[src/hw/rtl/pfdc_pkg.sv]
// shared types, constants and helpers of the depth controller
`timescale 1ns / 1ps
`default_nettype none

package pfdc_pkg;

    localparam int DATA_W = 32;
    localparam int FRAC_W = 16;
    localparam int TS_W   = 17;
    localparam int OPND_W = DATA_W + 1;
    localparam int PROD_W = 2 * OPND_W;
    localparam int DIV_W  = OPND_W + FRAC_W;
    localparam int ACC_W  = DATA_W + 4;
    localparam int CNT_W  = $clog2(DIV_W + 1);

    localparam logic [TS_W-1:0] TS_MIN = 17'd3277;
    localparam logic [TS_W-1:0] TS_MAX = 17'd13107;

    localparam logic signed [DATA_W-1:0] DMAX = {1'b0, {(DATA_W-1){1'b1}}};
    localparam logic signed [DATA_W-1:0] DMIN = {1'b1, {(DATA_W-1){1'b0}}};

    // register indexes on the config port
    localparam logic [2:0] REG_PI     = 3'd0;
    localparam logic [2:0] REG_DB     = 3'd1;
    localparam logic [2:0] REG_FF     = 3'd2;
    localparam logic [2:0] REG_DRAG   = 3'd3;
    localparam logic [2:0] REG_ELIM   = 3'd4;
    localparam logic [2:0] REG_OLIM   = 3'd5;
    localparam logic [2:0] REG_ENABLE = 3'd6;

    typedef enum logic [2:0] {
        ST_IDLE,
        ST_PREP,
        ST_DIV_REF,
        ST_DIV_ERR,
        ST_MUL,
        ST_MUL_WB,
        ST_DONE
    } pfdc_state_t;

    typedef enum logic [3:0] {
        OP_SCALE,
        OP_DRAG,
        OP_FFQ1,
        OP_FFQ2,
        OP_FFR,
        OP_DRAGCUR,
        OP_P,
        OP_I,
        OP_D
    } pfdc_op_t;

    typedef struct packed {
        logic             start;
        logic [OPND_W-1:0] dividend;
        logic [TS_W-1:0]   divisor;
    } pfdc_div_req_t;

    function automatic logic signed [DATA_W-1:0] sat_opnd(input logic signed [OPND_W-1:0] v);
        logic signed [DATA_W-1:0] r;
        if (v[OPND_W-1] != v[OPND_W-2])
            r = v[OPND_W-1] ? DMIN : DMAX;
        else
            r = v[DATA_W-1:0];
        return r;
    endfunction

    function automatic logic signed [OPND_W-1:0] mag_opnd(input logic signed [DATA_W-1:0] v);
        logic signed [OPND_W-1:0] x;
        x = {v[DATA_W-1], v};
        return v[DATA_W-1] ? -x : x;
    endfunction

endpackage

`default_nettype wire

[src/hw/rtl/pfdc_div.sv]
// bit-serial restoring divider for the rate terms, one quotient bit a cycle
`timescale 1ns / 1ps
`default_nettype none

module pfdc_div
(
    input  wire logic                           clk,
    input  wire logic                           rst_n,
    input  wire pfdc_pkg::pfdc_div_req_t        req,
    output logic                                done,
    output logic [pfdc_pkg::DIV_W-1:0]          quotient
);

    localparam int REM_W = pfdc_pkg::TS_W + 1;

    logic [pfdc_pkg::DIV_W-1:0] num_reg, num_next;
    logic [pfdc_pkg::DIV_W-1:0] quo_reg, quo_next;
    logic [REM_W-1:0]           rem_reg, rem_next;
    logic [pfdc_pkg::TS_W-1:0]  dsr_reg, dsr_next;
    logic [pfdc_pkg::CNT_W-1:0] cnt_reg, cnt_next;
    logic                       done_reg, done_next;
    logic [REM_W-1:0]           trial;

    always_comb
    begin
        num_next  = num_reg;
        quo_next  = quo_reg;
        rem_next  = rem_reg;
        dsr_next  = dsr_reg;
        cnt_next  = cnt_reg;
        done_next = 1'b0;
        trial     = {rem_reg[REM_W-2:0], num_reg[pfdc_pkg::DIV_W-1]};
        if (req.start)
        begin
            num_next = {req.dividend, {pfdc_pkg::FRAC_W{1'b0}}};
            quo_next = '0;
            rem_next = '0;
            dsr_next = req.divisor;
            cnt_next = pfdc_pkg::CNT_W'(pfdc_pkg::DIV_W);
        end
        else if (cnt_reg != '0)
        begin
            num_next = {num_reg[pfdc_pkg::DIV_W-2:0], 1'b0};
            if (trial >= {1'b0, dsr_reg})
            begin
                rem_next = trial - {1'b0, dsr_reg};
                quo_next = {quo_reg[pfdc_pkg::DIV_W-2:0], 1'b1};
            end
            else
            begin
                rem_next = trial;
                quo_next = {quo_reg[pfdc_pkg::DIV_W-2:0], 1'b0};
            end
            cnt_next  = cnt_reg - 1'b1;
            done_next = (cnt_reg == pfdc_pkg::CNT_W'(1));
        end
    end

    always_ff @(posedge clk or negedge rst_n)
    begin
        if (!rst_n)
        begin
            cnt_reg  <= '0;
            done_reg <= 1'b0;
        end
        else
        begin
            cnt_reg  <= cnt_next;
            done_reg <= done_next;
        end
    end

    always_ff @(posedge clk)
    begin
        num_reg <= num_next;
        quo_reg <= quo_next;
        rem_reg <= rem_next;
        dsr_reg <= dsr_next;
    end

    assign done     = done_reg;
    assign quotient = quo_reg;

endmodule

`default_nettype wire

[config.mk]
export PLATFORM = sky130hd
export DESIGN_NAME = pfdc_div
export DESIGN_NICKNAME = d
export VERILOG_FILES = /design/src/hw/rtl/pfdc_pkg.sv /design/src/hw/rtl/pfdc_div.sv
export SDC_FILE = /design/constraint.sdc
export NUM_CORES = 1
export LEC_CHECK = 0
export ABC_AREA = 1
export BUFFER_PORTS_ARGS = -buffer_cell sky130_fd_sc_hd__buf_2
export CAP_MARGIN = 5
export CORE_MARGIN = 5
export CORE_UTILIZATION = 50
export DETAILED_ROUTE_END_ITERATION = 8
export PLACE_DENSITY_LB_ADDON = 0.12
export SYNTH_ARGS = -nofsm -noshare
export SYNTH_HDL_FRONTEND = slang
export SYNTH_SLANG_ARGS = --single-unit
export TNS_END_PERCENT = 30
[constraint.sdc]
create_clock -name clk -period 6 [get_ports clk]
set_clock_uncertainty 0.2 [all_clocks]
set_input_delay 0.6 -clock clk [delete_from_list [all_inputs] [get_ports clk]]
set_output_delay 0.6 -clock clk [all_outputs]
set_load 0.02 [all_outputs]
**Word level (Yosys, flattened, before mapping)**

Index checks and enable logic that the tools add are counted.

- Output and inout port bits: 50
- Input port bits: 53
- Bits in registers: 123

- Add/subtract/negate cells: 2
- Mux-type cells: 8
- Equality and inequality tests: 1
- Reduce and logical (&&, ||, !) cells: 2
- $lt $le $gt $ge: 1

Operators with widths:

| operator | count |
|---|---|
| 2-to-1 mux 49 bit | 2 |
| greater-or-equal comparator 18 x 17 -> 1 bit | 1 |
| 2-to-1 mux 17 bit | 1 |
| subtractor 17 bit | 1 |
| 2-to-1 mux 6 bit | 2 |
| == test 6 x 1 -> 1 bit, second input constant | 1 |
| nonzero test 6 bit | 1 |
| subtractor 6 x 1 -> 6 bit, second input constant | 1 |
| 2-to-1 mux 1 bit | 3 |
| nonzero test 2 bit | 1 |

**Logic depth before layout (Yosys ltp)**

- Depth after elaboration: 3
- Depth in mapped cells: 15

**Worst setup path after synthesis**

Ideal clock, no wire load.

- Kind: register to register
- From: register cnt_reg[0] (netlist name)
- To: register num_reg[16] (netlist name), enable pin
- Cell stages (with the launch flop): 9
- Arrival: 2,094 ps
- Setup slack: 3,295 ps
- Setup time: 411 ps
- Path buffers: 1
- Data required time: 5,389 ps
- Period minus slack after synthesis: 2,705 ps
- Cell sequence: dfrtp_1 > inv_1 > ha_1 > nand3_1 > inv_1 > nand2_1 > nor2_1 > inv_2 > clkbuf_1

- Word-level cells in the longest chain between the ends: 2

Ends and longest elaborated chain:

| element | line | text |
|---|---|---|
| start, declared | pfdc_div.sv:20 | `logic [pfdc_pkg::CNT_W-1:0] cnt_reg, cnt_next;` |
| start signal, assigned | pfdc_div.sv:68 | `cnt_reg <= cnt_next;` |
| nonzero test 6 bit | pfdc_div.sv:41 | `else if (cnt_reg != '0)` |
| nonzero test 2 bit (no source line) | n/a |  |
| end signal, assigned | pfdc_div.sv:75 | `num_reg <= num_next;` |
| end, declared | pfdc_div.sv:16 | `logic [pfdc_pkg::DIV_W-1:0] num_reg, num_next;` |

Every way passes these cells.
A chain may end at the register's enable or synchronous reset.

**Final worst setup path**

- From: register cnt_reg[0] (netlist name)
- To: register num_reg[20] (netlist name), enable pin

Same word-level chain as after synthesis.

==> impl_metrics.tcl <==
set metrics [dict create \
    coreArea_um2 11400 \
    antenna_left 0 \
    postCtsSetupBuffers 0 \
    status "completed" \
    tightestPinTransition_ns 0.792 \
    largest_register_ff_count 49 \
    cts_tree "yes" \
    start_util_pct 51.0 \
    critPathTopFamily "buffers and inverters" \
    routedWlPerCell_um 13.1 \
    synth_most_common_cell "nand2_1" \
    hold_start "req[3]" \
    synthDistinctLibCells 37 \
    dp_cells 948 \
    reg2regPathDepth 8 \
    num_io_pins 103 \
    peakVddDrop_mv 0.211 \
    insertion_delay_ns 0.40 \
    yosys.area_share.simple_pct 26.4 \
    synth_top_area_share_pct 25.8 \
    cts_num_sinks 123 \
    whs_endpoint "dsr_reg[3]$_DFFE_PP_" \
    crit_buf_inv 4 \
    layout_min_cycle_time_ns 2.70 \
    worst-endpoint-required_ns 5.85 \
    synth_edf_count 50 \
    slew_headroom_pct 47.1 \
    synthesis.nets 795 \
    syn_inst 722 \
    overflow 0 \
    synth_top_family_by_area "simple AND/OR/NAND/NOR gates" \
    synth.avg_cell_area_um2 8.07 \
    cp.arrival_ns 2.55 \
    first_global_vias 4723 \
    path_max_fanout 49 \
    drtIter0Drc 274 \
    hp-class "input port to flip-flop" \
    rsz0062_at_grt "no" \
    synthFlopType "dfxtp_1" \
    timing.setup.tns_ns 0 \
    setup-violations-final 0 \
    die_area_um2 13900 \
    drv_cap 0 \
    grt_pass1_wl_um 21200 \
    cts_max_path_buffers 2 \
    regArea_um2 3000 \
    worst-path-stages 8 \
    cts-root-buf "clkbuf_16" \
    startpoint_type "flip-flop" \
    synth_top_area_cell "edfxtp_1" \
    cpPeakStageDelay_ns 0.61 \
    slew_violations 0 \
    die_x_um 118 \
    max_freq_mhz 371 \
    postLayoutCoreUtil_pct 61.4 \
    antenna_found_initial 0 \
    crit_slowest_cell "inv_2" \
    vias_per_cell 4.91 \
    worstHoldPathCells 1 \
    syn_to_final_growth_pct 20.5 \
    numCtsBuffers 17 \
    worstReg2RegEnd "num_reg[20]$_DFFE_PP_" \
    synth-seq-cells 123 \
    synth-adder-area-share_pct 4.43 \
    synth_xor_area_share_pct 1.05 \
    grt_usage_pct 18.4 \
    post-route-drc-count 0 \
    synth_compound_area_share_pct 6.51 \
    fin_crit_sh_pct 45.0 \
    syn_area_um2 5820 \
    vias 4817 \
    r2r-start "cnt_reg[0]$_DFFE_PN0P_" \
    seq_area_frac_synth_pct 51.5 \
    synthTopCellsByArea "edfxtp_1, dfxtp_1, nand2_1" \
    die_h_um 118 \
    synth_common_cells "nand2_1, inv_1, dfxtp_1" \
    n_antenna_cell 0 \
    fill_cells 1030 \
    synthMuxAreaShare_pct 0 \
    rrSetupSlack_ns 3.30 \
    drt_first_pass_iters 4 \
    hpwl_um 9260 \
    power_density_nw_per_um2 399 \
    h-tree-depth 4 \
    hold_violations 0 \
    leakage_uw 0.00356 \
    worst_setup_path_end_kind "flip-flop" \
    yosys_warnings 0 \
    routed_wl_um 12900 \
    path_class "flip-flop to flip-flop" \
    clk_pin_slew_worst_paths_ns 0.05 \
    grt_max_degree 57 \
    drive_gt1_share_pct 19.1 \
    crit_path_cell_trace "inv_1 > ha_1 > nand3_1 > inv_1 > nand2_1 > nor2_1 > inv_2 > buf_4" \
    rows 39 \
    multi_input_area_um2 2230 \
    finalNonFillerCells 981 \
    worst_path_most_repeated_cell "inv_1" \
    numPortBuffers 102 \
    synth_async_sr_flop_share_pct 5.69 \
    gp_congestion 0.902 \
    nets 898 \
]
## placed cells by master (no fill, tap or decap), drive strengths merged
cell | netlist | final
fa | 1 | 1
inv | 127 | 129
or2 | 3 | 3
xnor2 | 1 | 1
nor3b | 1 | 1
dfrtp | 7 | 7
a21oi | 10 | 10
o22ai | 48 | 48
edfxtp | 50 | 50
nand2 | 276 | 276
dlygate4sd3 | 0 | 1
bufinv | 0 | 1
nand3b | 3 | 3
nor4 | 1 | 1
o21ai | 3 | 3
xor2 | 6 | 6
buf | 10 | 107
clkinv | 1 | 6
o31ai | 1 | 1
and2 | 2 | 2
clkbuf | 14 | 22
nor2 | 19 | 19
dfxtp | 66 | 66
a31oi | 1 | 1
ha | 19 | 19
nand4 | 6 | 6
clkinvlp | 0 | 2
nand3 | 41 | 41
nor3 | 5 | 5
## final cells by class
class / count / share of cell area (%)
Clock inverter: 10 / 1.28
Clock buffer: 22 / 6.78
Sequential cell: 123 / 42.7
Tap cell: 143 / 2.55
Multi-Input combinational cell: 447 / 31.9
Inverter: 128 / 6.85
Timing Repair Buffer: 108 / 7.95
## metrics by stage
| stage | hold slack [ns] | cell area, µm² | power [µW] | worst slack (ns) |
|---|---|---|---|---|
| floorplan | 0.104 | 5820 | 1670 | 3.30 |
| global placement | 0.238 | 6440 | 1830 | 2.99 |
| detailed placement | 0.243 | 6440 | 1850 | 2.92 |
| CTS | 0.153 | 7020 | 2820 | 3.26 |
| global route | 0.149 | 7020 | 2990 | 3.06 |
| finish | 0.170 | 7020 | 2800 | 3.30 |
## logic make-up (layout without fill, tap and decap cells)
group / after synthesis / count (layout)
compound gates: 63 / 63
xor+xnor: 7 / 7
fa+ha+maj: 20 / 20
buf+inv: 152 / 268
flops: 123 / 123
simple gates: 357 / 357
## per-layer routing
layer,part of all wire (%),GRT usage [%],wire [µm]
met2,50,30.2,6440
met1,45,23.1,5740
met4,0.75,7.10,97
met5,0,0,0
met3,4.7,5.19,611
## power by group
part / internal, µW / switching [µW] / total (µW)
clock network: 604 / 349 / 952
registers: 965 / 68.5 / 1030
logic: 285 / 528 / 812
## timing repair
item / CTS / global route
hold buffers: 1 / 0
resized for setup: 0 / 0
endpoints found under the hold margin: 7 / 0
## worst max-delay path by stage
stage | startpoint | endpoint | slack (ns)
6_report | cnt_reg[0]$_DFFE_PN0P_ | num_reg[20]$_DFFE_PP_ | 3.30
5_1_grt | cnt_reg[0]$_DFFE_PN0P_ | num_reg[20]$_DFFE_PP_ | 3.06
4_1_cts | cnt_reg[0]$_DFFE_PN0P_ | num_reg[20]$_DFFE_PP_ | 3.26
3_5_place_dp | req[50] | num_reg[28]$_DFFE_PP_ | 2.92
3_3_place_gp | req[50] | num_reg[28]$_DFFE_PP_ | 2.99
2_1_floorplan | cnt_reg[0]$_DFFE_PN0P_ | num_reg[16]$_SDFFCE_PN0P_ | 3.30
No activity file was read; power rests on OpenSTA's default activity.
