File: src/hw/rtl/pfdc_pkg.sv
// shared types, constants and helpers of the depth controller
`timescale 1ns / 1ps
`default_nettype none

package pfdc_pkg;

    localparam int DATA_W = 32;
    localparam int FRAC_W = 16;
    localparam int TS_W   = 17;
    localparam int OPND_W = DATA_W + 1;
    localparam int PROD_W = 2 * OPND_W;
    localparam int DIV_W  = OPND_W + FRAC_W;
    localparam int ACC_W  = DATA_W + 4;
    localparam int CNT_W  = $clog2(DIV_W + 1);

    localparam logic [TS_W-1:0] TS_MIN = 17'd3277;
    localparam logic [TS_W-1:0] TS_MAX = 17'd13107;

    localparam logic signed [DATA_W-1:0] DMAX = {1'b0, {(DATA_W-1){1'b1}}};
    localparam logic signed [DATA_W-1:0] DMIN = {1'b1, {(DATA_W-1){1'b0}}};

    // register indexes on the config port
    localparam logic [2:0] REG_PI     = 3'd0;
    localparam logic [2:0] REG_DB     = 3'd1;
    localparam logic [2:0] REG_FF     = 3'd2;
    localparam logic [2:0] REG_DRAG   = 3'd3;
    localparam logic [2:0] REG_ELIM   = 3'd4;
    localparam logic [2:0] REG_OLIM   = 3'd5;
    localparam logic [2:0] REG_ENABLE = 3'd6;

    typedef enum logic [2:0] {
        ST_IDLE,
        ST_PREP,
        ST_DIV_REF,
        ST_DIV_ERR,
        ST_MUL,
        ST_MUL_WB,
        ST_DONE
    } pfdc_state_t;

    typedef enum logic [3:0] {
        OP_SCALE,
        OP_DRAG,
        OP_FFQ1,
        OP_FFQ2,
        OP_FFR,
        OP_DRAGCUR,
        OP_P,
        OP_I,
        OP_D
    } pfdc_op_t;

    typedef struct packed {
        logic             start;
        logic [OPND_W-1:0] dividend;
        logic [TS_W-1:0]   divisor;
    } pfdc_div_req_t;

    function automatic logic signed [DATA_W-1:0] sat_opnd(input logic signed [OPND_W-1:0] v);
        logic signed [DATA_W-1:0] r;
        if (v[OPND_W-1] != v[OPND_W-2])
            r = v[OPND_W-1] ? DMIN : DMAX;
        else
            r = v[DATA_W-1:0];
        return r;
    endfunction

    function automatic logic signed [OPND_W-1:0] mag_opnd(input logic signed [DATA_W-1:0] v);
        logic signed [OPND_W-1:0] x;
        x = {v[DATA_W-1], v};
        return v[DATA_W-1] ? -x : x;
    endfunction

endpackage

`default_nettype wire

File: src/hw/rtl/pfdc_mul.sv
// shared signed multiplier with floored fixed-point scaling and saturation
`timescale 1ns / 1ps
`default_nettype none

module pfdc_mul
(
    input  wire logic                                 clk,
    input  wire logic signed [pfdc_pkg::OPND_W-1:0]   a,
    input  wire logic signed [pfdc_pkg::OPND_W-1:0]   b,
    output logic signed [pfdc_pkg::DATA_W-1:0]        res
);

    localparam int SH_W = pfdc_pkg::PROD_W - pfdc_pkg::FRAC_W;

    logic signed [pfdc_pkg::PROD_W-1:0] prod_reg;
    logic signed [SH_W-1:0]             shifted;

    always_ff @(posedge clk)
    begin
        prod_reg <= a * b;
    end

    // arithmetic shift floors toward minus infinity
    always_comb
    begin
        shifted = prod_reg[pfdc_pkg::PROD_W-1:pfdc_pkg::FRAC_W];
        if (shifted > SH_W'(pfdc_pkg::DMAX))
            res = pfdc_pkg::DMAX;
        else if (shifted < SH_W'(pfdc_pkg::DMIN))
            res = pfdc_pkg::DMIN;
        else
            res = shifted[pfdc_pkg::DATA_W-1:0];
    end

endmodule

`default_nettype wire

File: config.mk
export PLATFORM = sky130hd
export DESIGN_NAME = pfdc_mul
export DESIGN_NICKNAME = d
export VERILOG_FILES = /design/src/hw/rtl/pfdc_pkg.sv /design/src/hw/rtl/pfdc_mul.sv
export SDC_FILE = /design/constraint.sdc
export NUM_CORES = 2
export LEC_CHECK = 0
export BUFFER_PORTS_ARGS = -buffer_cell sky130_fd_sc_hd__buf_2
export CAP_MARGIN = 20
export CORE_MARGIN = 2
export CORE_UTILIZATION = 55
export CTS_CLUSTER_DIAMETER = 100
export DETAILED_ROUTE_END_ITERATION = 10
export PLACE_DENSITY = 0.7
export SLEW_MARGIN = 25
export SYNTH_ARGS = -nofsm -noshare
export SYNTH_HDL_FRONTEND = slang
export SYNTH_SLANG_ARGS = --single-unit
export TNS_END_PERCENT = 50
File: constraint.sdc
create_clock -name clk -period 15.05 [get_ports clk]
set_input_delay 3.7625 -clock clk [delete_from_list [all_inputs] [get_ports clk]]
set_output_delay 3.7625 -clock clk [all_outputs]
set_load 0.1 [all_outputs]
# Word-level counts from Yosys, hierarchy flattened
# Cells that the tools add are included.
word_totals:
  register_bits: 66
  wordCells: 6
  out_inout_bits: 32
  inputBits: 67
op_classes:
  multipliers: 1
  muxes: 2
  n_lt_le_gt_ge: 2
ops:
  columns: ["op", "count"]
  rows:
  - ["33-bit by 33-bit multiplier with 66-bit output", 1]
  - ["32-bit 2-to-1 mux", 2]
  - ["50-bit by 32-bit > comparator with 1-bit output (second input constant)", 1]
  - ["50-bit by 32-bit less-than comparator with 1-bit output (second input constant)", 1]

# Logic depth before layout (Yosys ltp)
logic_depth:
  ltp_word: 3
  depth_mapped: 28

# Worst setup path before layout
# No wires, ideal clock.
synth_path:
  path_kind: "input -> register"
  start: "in a[32] (netlist name)"
  end: "reg prod_reg[65] (netlist name)"
  arrival_time_ns: 10.796
  path_stages: 24
  slack_ns: 4.181
  t_required_ns: 14.978
  path_buffers: 1
  setup_ns: 0.072
  cell_sequence: "clkbuf_1 -> nand2_1 -> inv_1 -> fa_1 -> inv_1 -> fa_1 -> fa_1 -> inv_1 -> fa_1 -> fa_1 -> fa_1 -> fa_1 -> inv_1 -> fa_1 -> inv_1 -> ha_1 -> a21o_1 -> a21o_1 -> a21oi_1 -> o22ai_1 -> o31ai_1 -> o31ai_2 -> a21oi_2 -> xnor2_1"
synth_via:
  elab_chain_cells: 1
synth_lines:
  columns: ["item", "line", "rtl"]
  rows:
  - ["from (decl)", "pfdc_mul.sv:8", "input wire logic signed [pfdc_pkg::OPND_W-1:0] a,"]
  - ["33-bit by 33-bit multiplier with 66-bit output", "pfdc_mul.sv:20", "prod_reg <= a * b;"]
  - ["to (signal assigned)", "pfdc_mul.sv:20", null]
  - ["to (decl)", "pfdc_mul.sv:15", "logic signed [pfdc_pkg::PROD_W-1:0] prod_reg;"]
# Every way passes these cells.

# Worst setup path in the final report
layout_path:
  start: "in b[6] (netlist name)"
  end: "reg prod_reg[65] (netlist name)"
layout_via:
  elab_chain_cells: 1
layout_lines:
  columns: ["item", "line", "rtl"]
  rows:
  - ["from (decl)", "pfdc_mul.sv:9", "input wire logic signed [pfdc_pkg::OPND_W-1:0] b,"]
  - ["33-bit by 33-bit multiplier with 66-bit output", "pfdc_mul.sv:20", null]
# Every way passes these cells.

==> results_tabular.tex <==
\begin{tabular}{lr}
\hline
Metric & Value \\
\hline
\multicolumn{2}{l}{\textbf{CTS}} \\
Clock-pin slew on the worst setup and hold paths & $\sim$0.070 ns \\
Maximum clock path buffer count & 2 \\
Number of gates given a new drive strength after cts & 0 \\
Number of clock buffers inserted by TritonCTS & 5 \\
Count of clock tree sinks & 50 \\
TritonCTS clock tree & yes \\
Post-CTS Setup Bufs & 0 \\
Root Buffer Master & sky130\_fd\_sc\_hd\_\_clkbuf\_16 \\
Number of H-tree levels & 2 \\
Post-CTS Hold Buffers & 0 \\
\multicolumn{2}{l}{\textbf{Outcome}} \\
Result of the run & finished, final reports clean \\
\multicolumn{2}{l}{\textbf{Job}} \\
Number of maximum-capacitance violations & 0 \\
\multicolumn{2}{l}{\textbf{Yosys}} \\
Synthesized-area fraction occupied by ao, oa, aoi and oai cells & 0.0335 \\
Synth Area in Adders & 0.635 \\
FF+latch count, synth & 50 \\
Part of the Yosys area used for sequential elements & 0.0249 \\
Synth Instances & between 4k and 5k \\
Xor/xnor cell area share of the yosys netlist & 0.0143 \\
Most common flop cell mapped by yosys & sky130\_fd\_sc\_hd\_\_dfxtp\_1 \\
Fraction of registers with async set/reset & 0 \\
Largest cells by area after synthesis & sky130\_fd\_sc\_hd\_\_fa\_1 (57\%), sky130\_fd\_sc\_hd\_\_inv\_1 (10\%), sky130\_fd\_sc\_hd\_\_and2\_1 (8.6\%), sky130\_fd\_sc\_hd\_\_ha\_1 (6.6\%), sky130\_fd\_sc\_hd\_\_nand2\_1 (5.2\%) \\
Warning count from the yosys run & 0 \\
Total standard cell area after synthesis & 0.0402 mm\^{}2 \\
Number of distinct library cell variants in the gate-level netlist after synthesis & between 70 and 80 \\
EDFF count, synth & 0 \\
Yosys top cell by area & sky130\_fd\_sc\_hd\_\_fa\_1 \\
Simple-gate share of the synthesized area & 0.167 \\
Mean area per synthesized cell & between 9 and 10 um\^{}2 \\
Fraction of synthesized area in multiplexers & 0.000777 \\
Top-area cell type share of the netlist area & 0.569 \\
Nets in the synthesized netlist & 5763 \\
Combinational family with the most area after synthesis & adder cells \\
\multicolumn{2}{l}{\textbf{Cells and area}} \\
\# nets final & between 5k and 6k \\
Number of flip-flops in the largest register & 50 \\
Share of post-route cells with drive strength above 1 & 0.0378 \\
Layout Area Growth over Synthesis & 2.71\% \\
\multicolumn{2}{l}{\textbf{Timing}} \\
Count of final setup violators & 0 \\
Slew at the pin with the worst max-slew slack & about 0.89 ns \\
Number of hold violations in the final report & 0 \\
Upper clock frequency limit & around 88 MHz \\
Final-layout setup total negative slack & 0 ns \\
Unrepaired setup endpoints after global routing & false \\
Minimum clock period & approximately 11 ns \\
Slew Limit Headroom & 0.408 \\
Slew Viols, Final & 0 \\
Final critical-path share of the clock period & 0.755 \\
\multicolumn{2}{l}{\textbf{Floorplanning}} \\
Floorplan die height & about 270 um \\
DIE AREA & 0.0753 mm\^{}2 \\
Placement Rows & slightly below 100 \\
I/O pin count & 99 \\
Horizontal die dimension & 274 um \\
Initial Util & 0.553 \\
CORE AREA & around 0.073 mm\^{}2 \\
\multicolumn{2}{l}{\textbf{Global route}} \\
Number of antenna violations at the first check in global routing & 6 \\
Total congestion overflow & 0 \\
Wire length of the first global-routing pass & between 150 and 200 mm \\
Number of global-route vias before repair & about 31k \\
Overall fraction of global-route tracks in use & 0.277 \\
Maximum number of pins on one net before global-route repair & 34 \\
\multicolumn{2}{l}{\textbf{Setup path}} \\
Category of the critical setup timing path & input port to flop \\
Req. time, crit path & 15.28 ns \\
Startpoint type of the worst setup path & input port \\
CP Data Arrival Time & $\sim$12 ns \\
Largest fanout on the critical path & 33 \\
Worst setup EP type & flop \\
\multicolumn{2}{l}{\textbf{Route}} \\
Number of iterations in the first detailed-routing pass & 6 \\
Routed length per placed instance & 19.0 um \\
Number of nets still failing antenna checks after routing & 0 \\
DR vias & around 28k \\
Post-detailed-route DRC marker count & 0 \\
Overall routed net length & between 90 and 100 mm \\
1st-iter DRT viols & about 1.4k \\
Via density per instance & about 5.4 \\
\multicolumn{2}{l}{\textbf{Placed design}} \\
Routability congestion estimate from global placement & $\sim$0.91 \\
I/O Buffers & approximately 100 \\
Detailed placer's ending HPWL & roughly 84 mm \\
\multicolumn{2}{l}{\textbf{Worst hold path}} \\
Path category of the worst min-delay check & input port to flop \\
\hline
\end{tabular}
==> worst max-delay path: stages <==
cell and delay, ns:
sky130_fd_sc_hd__buf_2 0.50, sky130_fd_sc_hd__nand2_1 0.24, sky130_fd_sc_hd__inv_1 0.14, sky130_fd_sc_hd__fa_1 0.41
sky130_fd_sc_hd__inv_1 0.24, sky130_fd_sc_hd__fa_1 0.58, sky130_fd_sc_hd__fa_1 0.60, sky130_fd_sc_hd__inv_1 0.08
sky130_fd_sc_hd__fa_2 0.88, sky130_fd_sc_hd__fa_1 0.54, sky130_fd_sc_hd__fa_1 0.51, sky130_fd_sc_hd__fa_1 0.49
sky130_fd_sc_hd__inv_1 0.05, sky130_fd_sc_hd__fa_1 0.47, sky130_fd_sc_hd__inv_1 0.04, sky130_fd_sc_hd__ha_1 0.35
sky130_fd_sc_hd__a21o_1 0.26, sky130_fd_sc_hd__a21o_1 0.20, sky130_fd_sc_hd__a21oi_1 0.31, sky130_fd_sc_hd__o22ai_1 0.13
sky130_fd_sc_hd__o31ai_1 0.31, sky130_fd_sc_hd__o31ai_2 0.17, sky130_fd_sc_hd__a21oi_2 0.18, sky130_fd_sc_hd__xnor2_1 0.12
==> through the flow <==
stage	instances	setup slack (ns)	util	cell area (um^2)	hold WS (ns)
after floorplan	4340	4.18	-	40200	4.29
after global placement	5186	3.26	0.566	41200	4.40
after detailed placement	5186	3.05	0.566	41200	4.43
after CTS	5194	3.37	0.568	41300	4.63
after global routing	5195	3.26	0.568	41300	4.76
final	5195	3.68	0.568	41300	4.65
==> Yosys cell counts, drive strengths merged (2+ instances only) <==
cell type	instances
and3	6
clkbuf	215
nor3	9
buf	11
and2	551
o31ai	5
inv	1104
nand3	20
nor2b	8
dfxtp	50
o21ai	43
a211oi	2
a31oi	5
ha	212
a41oi	2
o21bai	7
nor4	8
o21a	3
or2	2
a21boi	3
nor2	120
nand4	22
xor2	20
xnor2	45
o211ai	6
nand4b	2
nand2b	15
nand3b	2
mux2i	2
or4	2
o22ai	2
a21oi	76
fa	1144
a21o	29
o2111ai	2
or3	5
a221oi	4
nand2	559
o221ai	2
nor3b	2
==> logic make-up (layout without fill, tap and decap cells) <==
kind of cell,Yosys count,count (layout)
other,0,1
flip-flops,50,50
adder cells (fa/ha/maj),1356,1356
buffers and inverters,1330,1225
AND/OR/NAND/NOR,1335,1335
AO/OA/AOI/OAI,201,201
multiplexers,3,3
XOR/XNOR,65,65
==> layout by cell type (no fill, tap or decap), types with 21 or more instances in the layout <==
cell type and instances:
sky130_fd_sc_hd__a21oi_1 69, sky130_fd_sc_hd__xnor2_1 44, sky130_fd_sc_hd__fa_1 1143, sky130_fd_sc_hd__nand4_1 21, sky130_fd_sc_hd__nor2_1 119, sky130_fd_sc_hd__a21o_1 29
sky130_fd_sc_hd__o21ai_0 31, sky130_fd_sc_hd__and2_1 551, sky130_fd_sc_hd__nand2_1 557, sky130_fd_sc_hd__buf_2 98, sky130_fd_sc_hd__inv_1 1104, sky130_fd_sc_hd__dfxtp_1 50
sky130_fd_sc_hd__ha_1 212
==> worst paths after layout <==
kind | start | to | slack, ns | cells past startpoint
hold / removal | b[0] | prod_reg[16] | 4.65 | 6
setup / recovery | b[6] | prod_reg[65] | 3.68 | 24
==> final cells by class <==
class                      count  area (um^2)
clock buffer                   6          129
clock inverter                 2         13.8
fill                        6413        31400
sequential                    50         1000
tap                          959         1200
multi-input combinational   2960        34200
antenna                        1         2.50
inverter                    1104         4140
timing repair buffer         113          603
==> layer usage <==
| metal | wire [um] | GRT usage |
|---|---|---|
| met4 | 4280 | 0.104 |
| met5 | 63 | 0 |
| met2 | 53400 | 0.511 |
| met3 | 3680 | 0.0205 |
| met1 | 37500 | 0.338 |
Power is not shown: default switching activity piles up to over one toggle a cycle in this logic, so the estimate is an artifact.
